## config.mk

```make
export PLATFORM = sky130hd
export DESIGN_NAME = button_combination_lock
export DESIGN_NICKNAME = d
export VERILOG_FILES = /design/src/rtl/bcl_pkg.sv /design/src/rtl/bcl_fsm.sv /design/src/rtl/bcl_store.sv /design/src/rtl/button_combination_lock.sv
export VERILOG_INCLUDE_DIRS = /design/src /design/src/rtl
export SDC_FILE = /design/constraint.sdc
export NUM_CORES = 1
export LEC_CHECK = 0
export BUFFER_PORTS_ARGS = -buffer_cell sky130_fd_sc_hd__clkbuf_2
export CORE_ASPECT_RATIO = 0.6
export CORE_MARGIN = 1.5
export CORE_UTILIZATION = 40
export DETAILED_ROUTE_END_ITERATION = 10
export PLACE_DENSITY_LB_ADDON = 0.1
export SYNTH_ARGS = -nofsm -noshare
export SYNTH_HDL_FRONTEND = slang
export SYNTH_SLANG_ARGS = --single-unit
```

## constraint.sdc

```tcl
create_clock -name i_clk -period 3.05 [get_ports i_clk]
set_clock_uncertainty 0.2 [all_clocks]
set_input_delay 0.915 -clock i_clk [delete_from_list [all_inputs] [get_ports i_clk]]
set_output_delay 0.915 -clock i_clk [all_outputs]
set_load 0.005 [all_outputs]
```

## src/rtl/assert_macros.svh

```systemverilog
// ----------------------------------------------------------------------------
// Assertion macros
// Shared concurrent assertion forms for the combination lock RTL.
// ----------------------------------------------------------------------------
`ifndef ASSERT_MACROS_SVH
`define ASSERT_MACROS_SVH

// Antecedent implies consequent in the same cycle
`define ASSERT_IMPLY(label, clk, rst_n, ante, cons) \
    label: assert property (@(posedge clk) disable iff (!(rst_n)) (ante) |-> (cons)) \
        else $error("assertion failed: same-cycle implication");

// Antecedent implies consequent in the next cycle
`define ASSERT_NEXT(label, clk, rst_n, ante, cons) \
    label: assert property (@(posedge clk) disable iff (!(rst_n)) (ante) |=> (cons)) \
        else $error("assertion failed: next-cycle implication");

`endif

```

## src/rtl/bcl_pkg.sv

```systemverilog
// ----------------------------------------------------------------------------
// Combination lock package
// Shared widths, mode and result codes, and control structs.
// ----------------------------------------------------------------------------
package bcl_pkg;

    // Password store depth and derived widths
    localparam int MAX_ENTRIES = 16;
    localparam int CNT_W       = $clog2(MAX_ENTRIES + 1);
    localparam int IDX_W       = (MAX_ENTRIES > 1) ? $clog2(MAX_ENTRIES) : 1;

    // Fixed field widths
    localparam int MASK_W  = 4;
    localparam int ENTRY_W = 3;
    localparam int WIN_W   = 16;
    localparam int CODE_W  = 48;
    localparam int DLEN_W  = 5;
    localparam int CIDX_W  = 2;

    // Reset values of the configuration registers
    localparam logic [WIN_W-1:0]  WINDOW_RST = 16'd3000;
    localparam logic [CODE_W-1:0] CODE_RST   = 48'd82596;
    localparam logic [DLEN_W-1:0] DLEN_RST   = 5'd6;

    // Button codes
    localparam logic [MASK_W-1:0] BTN_SET = 4'b1000;
    localparam logic [MASK_W-1:0] BTN_0   = 4'b0001;
    localparam logic [MASK_W-1:0] BTN_1   = 4'b0010;
    localparam logic [MASK_W-1:0] BTN_2   = 4'b0100;
    localparam logic [MASK_W-1:0] BTN_NONE = 4'b0000;

    // Configuration register indexes
    typedef enum logic [CIDX_W-1:0] {
        CFG_WINDOW   = 2'd0,
        CFG_CODE     = 2'd1,
        CFG_LENGTH   = 2'd2,
        CFG_RESERVED = 2'd3
    } t_cfg_idx;

    // Lock modes
    typedef enum logic [2:0] {
        M_INIT     = 3'd0,
        M_WINDOW   = 3'd1,
        M_SETTING  = 3'd2,
        M_DEFAULT  = 3'd3,
        M_READY    = 3'd4,
        M_GUESSING = 3'd5,
        M_CHECKING = 3'd6,
        M_UNLOCKED = 3'd7
    } t_mode;

    // Check outcome codes
    typedef enum logic [1:0] {
        CHK_NONE = 2'd0,
        CHK_OK   = 2'd1,
        CHK_BAD  = 2'd2,
        CHK_RSV  = 2'd3
    } t_check;

    // Store control from the sequencer
    typedef struct packed {
        logic               sec_wr;
        logic               gue_wr;
        logic               def_load;
        logic [CNT_W-1:0]   def_n;
        logic [IDX_W-1:0]   wr_idx;
        logic [ENTRY_W-1:0] wr_entry;
        logic [CNT_W-1:0]   sec_count;
        logic [CNT_W-1:0]   gue_count;
    } t_store_ctl;

    // One result item
    typedef struct packed {
        t_mode  mode;
        logic   locked_led;
        logic   setting_led;
        logic   window_led;
        t_check check;
    } t_result;

    // True for a single press of button 0, 1 or 2
    function automatic logic single_low(input logic [MASK_W-1:0] b);
        return (b == BTN_0) || (b == BTN_1) || (b == BTN_2);
    endfunction

endpackage

```

## src/rtl/bcl_fsm.sv

```systemverilog
// ----------------------------------------------------------------------------
// Combination lock sequencer
// Mode state machine, set-window countdown, entry counts and LED flags.
// ----------------------------------------------------------------------------
`include "assert_macros.svh"

module bcl_fsm
    import bcl_pkg::*;
(
    input  logic              i_clk,
    input  logic              i_rst_n,
    input  logic              i_step,
    input  logic [MASK_W-1:0] i_mask,
    input  logic [WIN_W-1:0]  i_window_ticks,
    input  logic [DLEN_W-1:0] i_default_length,
    input  logic              i_match,
    output t_store_ctl        o_store_ctl,
    output t_result           o_result
);

    t_mode            r_mode, n_mode;
    logic [WIN_W-1:0] r_countdown, n_countdown;
    logic [CNT_W-1:0] r_sec_count, n_sec_count;
    logic [CNT_W-1:0] r_gue_count, n_gue_count;
    logic             r_led_locked, n_led_locked;
    logic             r_led_setting, n_led_setting;
    logic             r_led_window, n_led_window;
    t_check           w_check;
    logic             w_single;
    logic [CNT_W-1:0] w_def_n;

    assign w_single = single_low(i_mask);
    assign w_def_n  = (i_default_length > DLEN_W'(MAX_ENTRIES))
                    ? CNT_W'(MAX_ENTRIES) : i_default_length[CNT_W-1:0];

    // Next mode
    always_comb begin
        n_mode = r_mode;
        case (r_mode)
            M_INIT:     n_mode = M_WINDOW;
            M_WINDOW: begin
                if (i_mask == BTN_SET) begin
                    n_mode = M_SETTING;
                end else if (r_countdown == '0) begin
                    n_mode = M_DEFAULT;
                end
            end
            M_SETTING: begin
                if (i_mask == BTN_SET) begin
                    n_mode = M_READY;
                end
            end
            M_DEFAULT:  n_mode = M_READY;
            M_READY:    n_mode = M_GUESSING;
            M_GUESSING: begin
                if (!w_single && i_mask == BTN_SET) begin
                    n_mode = M_CHECKING;
                end
            end
            M_CHECKING: n_mode = i_match ? M_UNLOCKED : M_GUESSING;
            M_UNLOCKED: begin
                if (i_mask != BTN_NONE) begin
                    n_mode = M_GUESSING;
                end
            end
            default:    n_mode = M_INIT;
        endcase
    end

    // Counters, LEDs, store writes and check outcome
    always_comb begin
        n_countdown   = r_countdown;
        n_sec_count   = r_sec_count;
        n_gue_count   = r_gue_count;
        n_led_locked  = r_led_locked;
        n_led_setting = r_led_setting;
        n_led_window  = r_led_window;
        w_check       = CHK_NONE;
        o_store_ctl   = '0;
        o_store_ctl.def_n     = w_def_n;
        o_store_ctl.wr_entry  = i_mask[ENTRY_W-1:0];
        o_store_ctl.sec_count = r_sec_count;
        o_store_ctl.gue_count = r_gue_count;
        case (r_mode)
            M_INIT: begin
                n_led_window = 1'b1;
                n_countdown  = i_window_ticks;
            end
            M_WINDOW: begin
                if (i_mask == BTN_SET) begin
                    n_led_setting = 1'b1;
                    n_sec_count   = '0;
                end else if (r_countdown != '0) begin
                    n_countdown = r_countdown - WIN_W'(1);
                end
            end
            M_SETTING: begin
                if (i_mask == BTN_SET) begin
                    n_led_setting = 1'b0;
                    n_led_window  = 1'b0;
                end else if (w_single && r_sec_count < CNT_W'(MAX_ENTRIES)) begin
                    o_store_ctl.sec_wr = i_step;
                    o_store_ctl.wr_idx = r_sec_count[IDX_W-1:0];
                    n_sec_count        = r_sec_count + CNT_W'(1);
                end
            end
            M_DEFAULT: begin
                o_store_ctl.def_load = i_step;
                n_sec_count          = w_def_n;
                n_led_window         = 1'b0;
            end
            M_READY: begin
                n_led_locked = 1'b1;
                n_gue_count  = '0;
            end
            M_GUESSING: begin
                if (w_single && r_gue_count < CNT_W'(MAX_ENTRIES)) begin
                    o_store_ctl.gue_wr = i_step;
                    o_store_ctl.wr_idx = r_gue_count[IDX_W-1:0];
                    n_gue_count        = r_gue_count + CNT_W'(1);
                end
            end
            M_CHECKING: begin
                if (i_match) begin
                    w_check      = CHK_OK;
                    n_led_locked = 1'b0;
                end else begin
                    w_check     = CHK_BAD;
                    n_gue_count = '0;
                end
            end
            M_UNLOCKED: begin
                if (i_mask != BTN_NONE) begin
                    n_led_locked = 1'b1;
                    n_gue_count  = '0;
                end
            end
            default: begin
                w_check = CHK_NONE;
            end
        endcase
    end

    // Result of this step, taken after the update
    always_comb begin
        o_result.mode        = n_mode;
        o_result.locked_led  = n_led_locked;
        o_result.setting_led = n_led_setting;
        o_result.window_led  = n_led_window;
        o_result.check       = w_check;
    end

    // Advance state once per processed item
    always_ff @(posedge i_clk) begin
        if (!i_rst_n) begin
            r_mode        <= M_INIT;
            r_countdown   <= '0;
            r_sec_count   <= '0;
            r_gue_count   <= '0;
            r_led_locked  <= 1'b0;
            r_led_setting <= 1'b0;
            r_led_window  <= 1'b0;
        end else if (i_step) begin
            r_mode        <= n_mode;
            r_countdown   <= n_countdown;
            r_sec_count   <= n_sec_count;
            r_gue_count   <= n_gue_count;
            r_led_locked  <= n_led_locked;
            r_led_setting <= n_led_setting;
            r_led_window  <= n_led_window;
        end
    end

    `ASSERT_IMPLY(a_count_bound, i_clk, i_rst_n, 1'b1,
        (r_sec_count <= CNT_W'(MAX_ENTRIES)) && (r_gue_count <= CNT_W'(MAX_ENTRIES)))
    `ASSERT_IMPLY(a_unlocked_led, i_clk, i_rst_n, r_mode == M_UNLOCKED, !r_led_locked)
    `ASSERT_IMPLY(a_setting_window, i_clk, i_rst_n, r_led_setting, r_led_window)

endmodule

```

## src/rtl/bcl_store.sv

```systemverilog
// ----------------------------------------------------------------------------
// Combination lock entry stores
// Password and guess entry registers with a length-masked parallel compare.
// ----------------------------------------------------------------------------
module bcl_store
    import bcl_pkg::*;
(
    input  logic              i_clk,
    input  t_store_ctl        i_ctl,
    input  logic [CODE_W-1:0] i_default_code,
    output logic              o_match
);

    logic [ENTRY_W-1:0] r_secret [MAX_ENTRIES];
    logic [ENTRY_W-1:0] r_guess  [MAX_ENTRIES];
    logic               w_mismatch;

    // Write password entries from the default code or from a custom press
    always_ff @(posedge i_clk) begin
        for (int i = 0; i < MAX_ENTRIES; i++) begin
            if (i_ctl.def_load && (CNT_W'(i) < i_ctl.def_n)) begin
                r_secret[i] <= i_default_code[ENTRY_W*i +: ENTRY_W];
            end else if (i_ctl.sec_wr && (i_ctl.wr_idx == IDX_W'(i))) begin
                r_secret[i] <= i_ctl.wr_entry;
            end
        end
    end

    // Write guess entries
    always_ff @(posedge i_clk) begin
        for (int i = 0; i < MAX_ENTRIES; i++) begin
            if (i_ctl.gue_wr && (i_ctl.wr_idx == IDX_W'(i))) begin
                r_guess[i] <= i_ctl.wr_entry;
            end
        end
    end

    // Compare lengths and every entry below the guess length
    always_comb begin
        w_mismatch = 1'b0;
        for (int i = 0; i < MAX_ENTRIES; i++) begin
            if ((CNT_W'(i) < i_ctl.gue_count) && (r_secret[i] != r_guess[i])) begin
                w_mismatch = 1'b1;
            end
        end
        o_match = (i_ctl.gue_count == i_ctl.sec_count) && !w_mismatch;
    end

endmodule

```

## src/rtl/button_combination_lock.sv

```systemverilog
// ----------------------------------------------------------------------------
// Button combination lock
// Tick-driven combination lock with a custom-password set window.
// ----------------------------------------------------------------------------
// Usage:
//   Input channel: one item per tick, carrying the mask of buttons pressed
//   since the previous tick. Output channel: one result item per input item
//   (mode, three LEDs, check outcome), in order.
//   Config channel: index 0 window length, 1 default code, 2 default length.
//   Write only while idle; the port is always ready. Index 3 is ignored.
//   Path: an accepted item lands in the input register, is processed once
//   the output register is free or draining, and its result is registered.
//   Throughput: one item per cycle while the output is not stalled; the mode
//   update loops through the sequencer and the 16-entry parallel compare.
//   Reset: mode returns to init, counts and LEDs clear, configuration takes
//   its default values; entry stores are not cleared.
//   Stall: while the result waits, the input register holds one more item;
//   input ready drops only when both registers are full and output is stalled.
// ----------------------------------------------------------------------------
`include "assert_macros.svh"

module button_combination_lock
    import bcl_pkg::*;
(
    input  logic              i_clk,
    input  logic              i_rst_n,
    input  logic              i_in_valid,
    output logic              o_in_ready,
    input  logic [MASK_W-1:0] i_button_mask,
    output logic              o_out_valid,
    input  logic              i_out_ready,
    output logic [2:0]        o_lock_state,
    output logic              o_locked_led,
    output logic              o_setting_led,
    output logic              o_window_led,
    output logic [1:0]        o_check_result,
    input  logic              i_cfg_valid,
    output logic              o_cfg_ready,
    input  logic [CIDX_W-1:0] i_cfg_index,
    input  logic [CODE_W-1:0] i_cfg_data
);

    logic              r_in_valid;
    logic [MASK_W-1:0] r_in_mask;
    logic              r_out_valid;
    t_result           r_result;
    logic [WIN_W-1:0]  r_window_ticks;
    logic [CODE_W-1:0] r_default_code;
    logic [DLEN_W-1:0] r_default_length;
    logic              w_step;
    logic              w_match;
    t_store_ctl        w_store_ctl;
    t_result           w_result;

    // Process the held item when the output register is free or draining
    assign w_step      = r_in_valid && (!r_out_valid || i_out_ready);
    assign o_in_ready  = !r_in_valid || w_step;
    assign o_cfg_ready = 1'b1;

    // Write configuration registers
    always_ff @(posedge i_clk) begin
        if (!i_rst_n) begin
            r_window_ticks   <= WINDOW_RST;
            r_default_code   <= CODE_RST;
            r_default_length <= DLEN_RST;
        end else if (i_cfg_valid) begin
            case (t_cfg_idx'(i_cfg_index))
                CFG_WINDOW: r_window_ticks   <= i_cfg_data[WIN_W-1:0];
                CFG_CODE:   r_default_code   <= i_cfg_data;
                CFG_LENGTH: r_default_length <= i_cfg_data[DLEN_W-1:0];
                default:    r_window_ticks   <= r_window_ticks;
            endcase
        end
    end

    // Hold the accepted item in the input register
    always_ff @(posedge i_clk) begin
        if (!i_rst_n) begin
            r_in_valid <= 1'b0;
        end else if (i_in_valid && o_in_ready) begin
            r_in_valid <= 1'b1;
        end else if (w_step) begin
            r_in_valid <= 1'b0;
        end
    end

    always_ff @(posedge i_clk) begin
        if (i_in_valid && o_in_ready) begin
            r_in_mask <= i_button_mask;
        end
    end

    // Capture the result, drop it once taken
    always_ff @(posedge i_clk) begin
        if (!i_rst_n) begin
            r_out_valid <= 1'b0;
        end else if (w_step) begin
            r_out_valid <= 1'b1;
        end else if (i_out_ready) begin
            r_out_valid <= 1'b0;
        end
    end

    always_ff @(posedge i_clk) begin
        if (w_step) begin
            r_result <= w_result;
        end
    end

    bcl_fsm u_fsm (
        .i_clk            (i_clk),
        .i_rst_n          (i_rst_n),
        .i_step           (w_step),
        .i_mask           (r_in_mask),
        .i_window_ticks   (r_window_ticks),
        .i_default_length (r_default_length),
        .i_match          (w_match),
        .o_store_ctl      (w_store_ctl),
        .o_result         (w_result)
    );

    bcl_store u_store (
        .i_clk          (i_clk),
        .i_ctl          (w_store_ctl),
        .i_default_code (r_default_code),
        .o_match        (w_match)
    );

    assign o_out_valid    = r_out_valid;
    assign o_lock_state   = r_result.mode;
    assign o_locked_led   = r_result.locked_led;
    assign o_setting_led  = r_result.setting_led;
    assign o_window_led   = r_result.window_led;
    assign o_check_result = r_result.check;

    `ASSERT_NEXT(a_step_result, i_clk, i_rst_n, w_step, r_out_valid)
    `ASSERT_IMPLY(a_check_only_here, i_clk, i_rst_n,
        r_out_valid && (r_result.check != CHK_NONE),
        (r_result.mode == M_UNLOCKED) || (r_result.mode == M_GUESSING))

endmodule
```

Word level (Yosys, flattened, before mapping)
Memories as Yosys holds them, arrays and structs flattened.
Index checks and enable logic that the tools add are counted.
- add/sub/neg operators: 3
- order comparisons: 35
- equality and inequality tests: 53
- muxes and demuxes: 231
- bitwise gates (word level): 16
- reduce and logical (&&, ||, !) cells: 110
- operators by type and width (operator ; number):
    $mux W1 ; 158
    $mux W3 ; 36
    $lt A4 B5 Y1 const A ; 16
    $mux W4 ; 18
    $logic_and A1 B1 Y1 ; 70
    $ne A3 B3 Y1 ; 16
    $reduce_or A3 Y1 ; 15
    $lt A3 B5 Y1 const A ; 8
    $eq A4 B4 Y1 const B ; 9
    $mux W5 ; 7
    $mux W16 ; 2
    $pmux W16 S2 ; 1
    $pmux W3 S8 ; 1
    $eq A4 B3 Y1 const B ; 5
    $lt A1 B5 Y1 const A ; 4
    $lt A2 B5 Y1 const A ; 4
    $pmux W5 S4 ; 1
    $logic_not A16 Y1 ; 1
    $or A1 B1 Y1 ; 16
    $reduce_bool A16 Y1 ; 1
    $sub A16 B1 Y16 const B ; 1
    $pmux W5 S3 ; 1
    $eq A3 B3 Y1 const B ; 4
    $eq A4 B2 Y1 const B ; 3
    other kinds (26) ; 50
- register bits: 115
- RAM bits: 96
- input port bits: 59
- output and inout bits: 11
- logic and storage cells: 468
- memories kept: 2
- memory list (memory ; words ; bits a word ; read ports ; clocked after Yosys merged registers in ; write ports ; RTL line ; text):
    u_store.r_guess ; 16 ; 3 ; 16 ; 0 ; 1 ; bcl_store.sv:15 ; logic [ENTRY_W-1:0] r_guess [MAX_ENTRIES];
    u_store.r_secret ; 16 ; 3 ; 16 ; 0 ; 16 ; bcl_store.sv:14 ; logic [ENTRY_W-1:0] r_secret [MAX_ENTRIES];

Logic depth before layout (Yosys ltp)
- depth in word-level cells: 27
- depth in mapped cells: 10
- depth with buffers taken out: 9

By module
From an unflattened synthesis, not the netlist that was laid out.
- cells, all modules: 978
- area, all modules: 10171.0 um^2
- modules (own cells, without submodules) (module ; times used ; cells each ; area an instance (um^2) ; seq. area each (um^2)):
    bcl_store ; 1 ; 376 ; 4764.6 ; 2882.8
    button_combination_lock ; 1 ; 309 ; 3235.6 ; 1781.7
    bcl_fsm ; 1 ; 293 ; 2170.8 ; 640.6

Worst setup path after synthesis
Ideal clock, no wire load.
- path kind: input-to-reg
- start point: input port i_out_ready
- end point: memory u_store.r_secret[0][0] (enable)
- setup time: 0.344 ns
- arrival: 2.590 ns
- required time: 2.506 ns
- setup slack: -0.085 ns
- stages on the path: 8
- buffers on the path: 3
- cell sequence: nor2b_1 > nand2b_1 > clkbuf_1 > inv_1 > clkbuf_1 > nand3_1 > clkbuf_1 > o21ai_0
- RTL lines (what ; RTL line ; text):
    start, declared ; button_combination_lock.sv:31 ; input logic i_out_ready,
    end, declared ; bcl_store.sv:14 ;

==> qor.yml <==
floorplanning:
  die_y_um: 123
  die_x_um: 203
  ios: 70
  coreArea_mm2: 0.0233
  die-area_mm2: 0.0251
  rows: 43
  start_util_pct: 41.3
placed_design:
  pre_cts_slack_ps: -149
  dp_hpwl_um: 18200
  place.port_buffers: 68
  dp.cells: 1369
  gp_congestion: 0.895
detailed_routing:
  vias_per_cell: 5.36
  route.detailed.drc: 0
  wl_per_cell_um: 18.5
  ant_nets: 0
  drt_pre_antenna_iters: 5
  route.vias.total: 7553
  drt_iter0_drc: 513
  finalWirelength_um: 26000
setup_path:
  path_buf_inv: 0
  crit_path_start_kind: "register"
  path_depth: 7
  critPathLaunch: "r_in_mask[2]$_DFFE_PP_"
  ff2ff_path_depth: 7
  critPathArrivalTime_ps: 3030
  required_ps: 3140
  cp_slowest_cell: "edfxtp_1"
  cp_max_fo: 6
  r2r-start: "r_in_mask[2]$_DFFE_PP_"
  crit_path_end: "u_store.r_secret[0][14]$_DFFE_PP_"
  path_common_cell: "nor2_1"
  max_stage_delay_ps: 520
  crit_family: "simple AND/OR/NAND/NOR gates"
  r2r_slack_ps: 110
  crit_type: "register to register"
  critPathCaptureType: "register"
  path_cells: "xor2_2, o211a_1, a32o_1, nor2_1, nand3_1, nor2_1, mux2_2"
  rr_endpoint: "u_store.r_secret[0][14]$_DFFE_PP_"
hold_path:
  min_from: "r_default_code[44]$_SDFFE_PN0P_"
  hold_class: "register to register"
timing:
  setup_violations: 0
  tightest_slew_ps: 805
  period_minus_slack_ps: 2940
  fmax_mhz: 340
  hold_viol_final: 0
  max_slew_margin_pct: 46.3
  post-route-period-util_pct: 96.5
  fin_ws_ps: 105
  rsz0062_at_grt: "false"
  slew_violations: 0
  fin_tns_setup_ps: 0
cells_and_area:
  antenna_cells: 0
  fillerInstances: 2232
  finalNetCount: 1141
  fin_util_pct: 49.3
  layout-drive-gt1-share_pct: 22.2
  final_cells: 1410
  area.growth.synth_to_final_pct: 19.5
synthesis:
  synthesis.instances: 975
  synth_area_mm2: 0.00963
  async_flop_share_pct: 0
  yosysUniqueCellTypes: 61
  synth-edff-count: 108
  seq_area_frac_synth_pct: 55.1
  synth_top_cell_by_area: "edfxtp_1"
  ys_seq_elements: 211
  yosys_warnings: 0
  syn_area_per_cell_um2: 9.88
  synth_commonest_cells: "180 x nand2_1, 108 x edfxtp_1, 103 x dfxtp_1"
  synth.most_common_cell: "nand2_1"
  synth_area_leaders: "edfxtp_1 34%, dfxtp_1 21%, nand2_1 7.0%, mux2_2 5.4%, xnor2_1 4.7%"
  syn_nets: 1037
  synth_top_area_share_pct: 33.7
  synth_flop_cell: "edfxtp_1"
clock_tree:
  cts_buffers: 22
  cts-root-buf: "clkbuf_16"
  clock-sinks: 211
  worstSkewPairLatency_ps: 530
  ctsHoldBuffers: 0
  post_cts_buffers: 0
  cts_tree: "done"
  clkTransAtPathRegs_ps: 70
  cts_buffer_depth: 3
  h-tree-depth: 1
pwr:
  ir_drop_uv: 296
  p_per_area_mw_per_mm2: 559
  p_leak_nw: 4.20
  finalPower_mw: 6.43
grt:
  grt_overflow: 0
  gr-usage-all-layers_pct: 21.3
  grt_antenna_before_repair: 0
  grt_pass1_wl_um: 41100
  grt_pass1_vias: 7052
  grt_max_degree: 49
run_status:
  status: "finished clean"
run:
  drv_cap: 0
-- repair_timing --
action | in CTS | in global routing
resized for setup | 1 | 9
setup endpoints to repair | 10 | 47
gates cloned | 1 | 0
pin swaps | 1 | 1
-- sequential cells by signal, summed over array words and instances (netlist names), 2 cells and up --
register           cells
r_in_mask              4
u_store.r_guess       48
u_fsm.r_sec_count      5
r_window_ticks        16
r_default_code        48
r_default_length       5
o_check_result         2
u_fsm.r_mode           3
u_store.r_secret      48
u_fsm.r_countdown     16
u_fsm.r_gue_count      5
o_lock_state           3
-- worst min path at each step --
stage | end | slack, ps | cells after the start
floorplan | r_window_ticks[0]$_SDFFE_PN0P_ | 230 | 2
global placement | r_default_code[35]$_SDFFE_PN0P_ | 240 | 2
detailed placement | r_default_code[32]$_SDFFE_PN0P_ | 250 | 2
CTS | r_default_code[18]$_SDFFE_PN0P_ | 250 | 2
global route | r_default_code[35]$_SDFFE_PN0P_ | 270 | 2
finish | r_default_code[44]$_SDFFE_PN0P_ | 250 | 2
-- routing by layer --
| layer | vias up | GRT usage [%] | wire length (µm) |
|---|---|---|---|
| li1 | 3705 | - | - |
| met2 | 233 | 27.8 | 9840 |
| met3 | 20 | 4.59 | 1710 |
| met5 | - | 0 | 0 |
| met4 | 0 | 3.24 | 267 |
| met1 | 3595 | 35.1 | 14200 |
-- tightest hold or removal path, stage by stage (launching register included) --
cell     delay (ps)
dfxtp_1         300
nand2_1          50
a21oi_1          50
-- cells by family (layout without fill, tap and decap cells) --
family / count (synthesis) / count (layout) / share of synthesized area (%)
AO/OA/AOI/OAI: 206 / 207 / 13.2
XOR/XNOR: 53 / 53 / 4.82
adder cells (fa/ha/maj): 3 / 3 / 0.390
buffers and inverters: 71 / 190 / 2.99
flip-flops: 211 / 211 / 55.1
multiplexers: 53 / 53 / 6.10
other: 1 / 1 / 0.0389
AND/OR/NAND/NOR: 377 / 377 / 17.4
-- cell type report --
class	instances	area (µm²)	area share, %
timing repair buffer	140	918	7.98
inverter	10	37.5	0.326
clock inverter	12	153	1.33
clock buffer	28	613	5.32
sequential	211	5310	46.1
multi-input combinational	694	4090	35.5
tap	315	394	3.42
-- through the flow --
step	hold slack, ps	instance area (µm²)
6_report	253	11500
5_1_grt	274	11500
4_1_cts	254	11500
3_5_place_dp	247	10700
3_3_place_gp	243	10700
2_1_floorplan	232	9640
-- report_power, final --
part / switching, mW / internal [mW] / total, mW / leakage [nW]
combinational: 0.303 / 0.211 / 0.515 / 1.98
clock: 1.15 / 1.68 / 2.84 / 0.371
sequential: 0.0451 / 3.03 / 3.08 / 1.85
total: 1.50 / 4.93 / 6.43 / 4.20
-- cell usage in the layout, fill, tap and decap left out, types with 5 or more instances in the layout --
master | netlist | layout
o31ai_1 | 8 | 8
a31oi_1 | 11 | 11
o22ai_1 | 13 | 13
inv_1 | 9 | 9
nand2_1 | 180 | 180
o21ai_0 | 34 | 29
o32ai_1 | 6 | 6
nand4_1 | 6 | 6
a211oi_1 | 5 | 5
buf_4 | 2 | 69
nand2b_1 | 12 | 12
xnor2_1 | 52 | 52
nand3_1 | 40 | 40
clkbuf_2 | 0 | 68
nor3_1 | 19 | 19
nor2_1 | 80 | 80
and3_1 | 5 | 5
a21oi_1 | 89 | 89
edfxtp_1 | 108 | 108
clkbuf_16 | 0 | 22
dfxtp_1 | 103 | 103
mux2_2 | 46 | 46
o211ai_1 | 8 | 8
mux2i_1 | 7 | 7
Power figures use the tool's default switching activity.
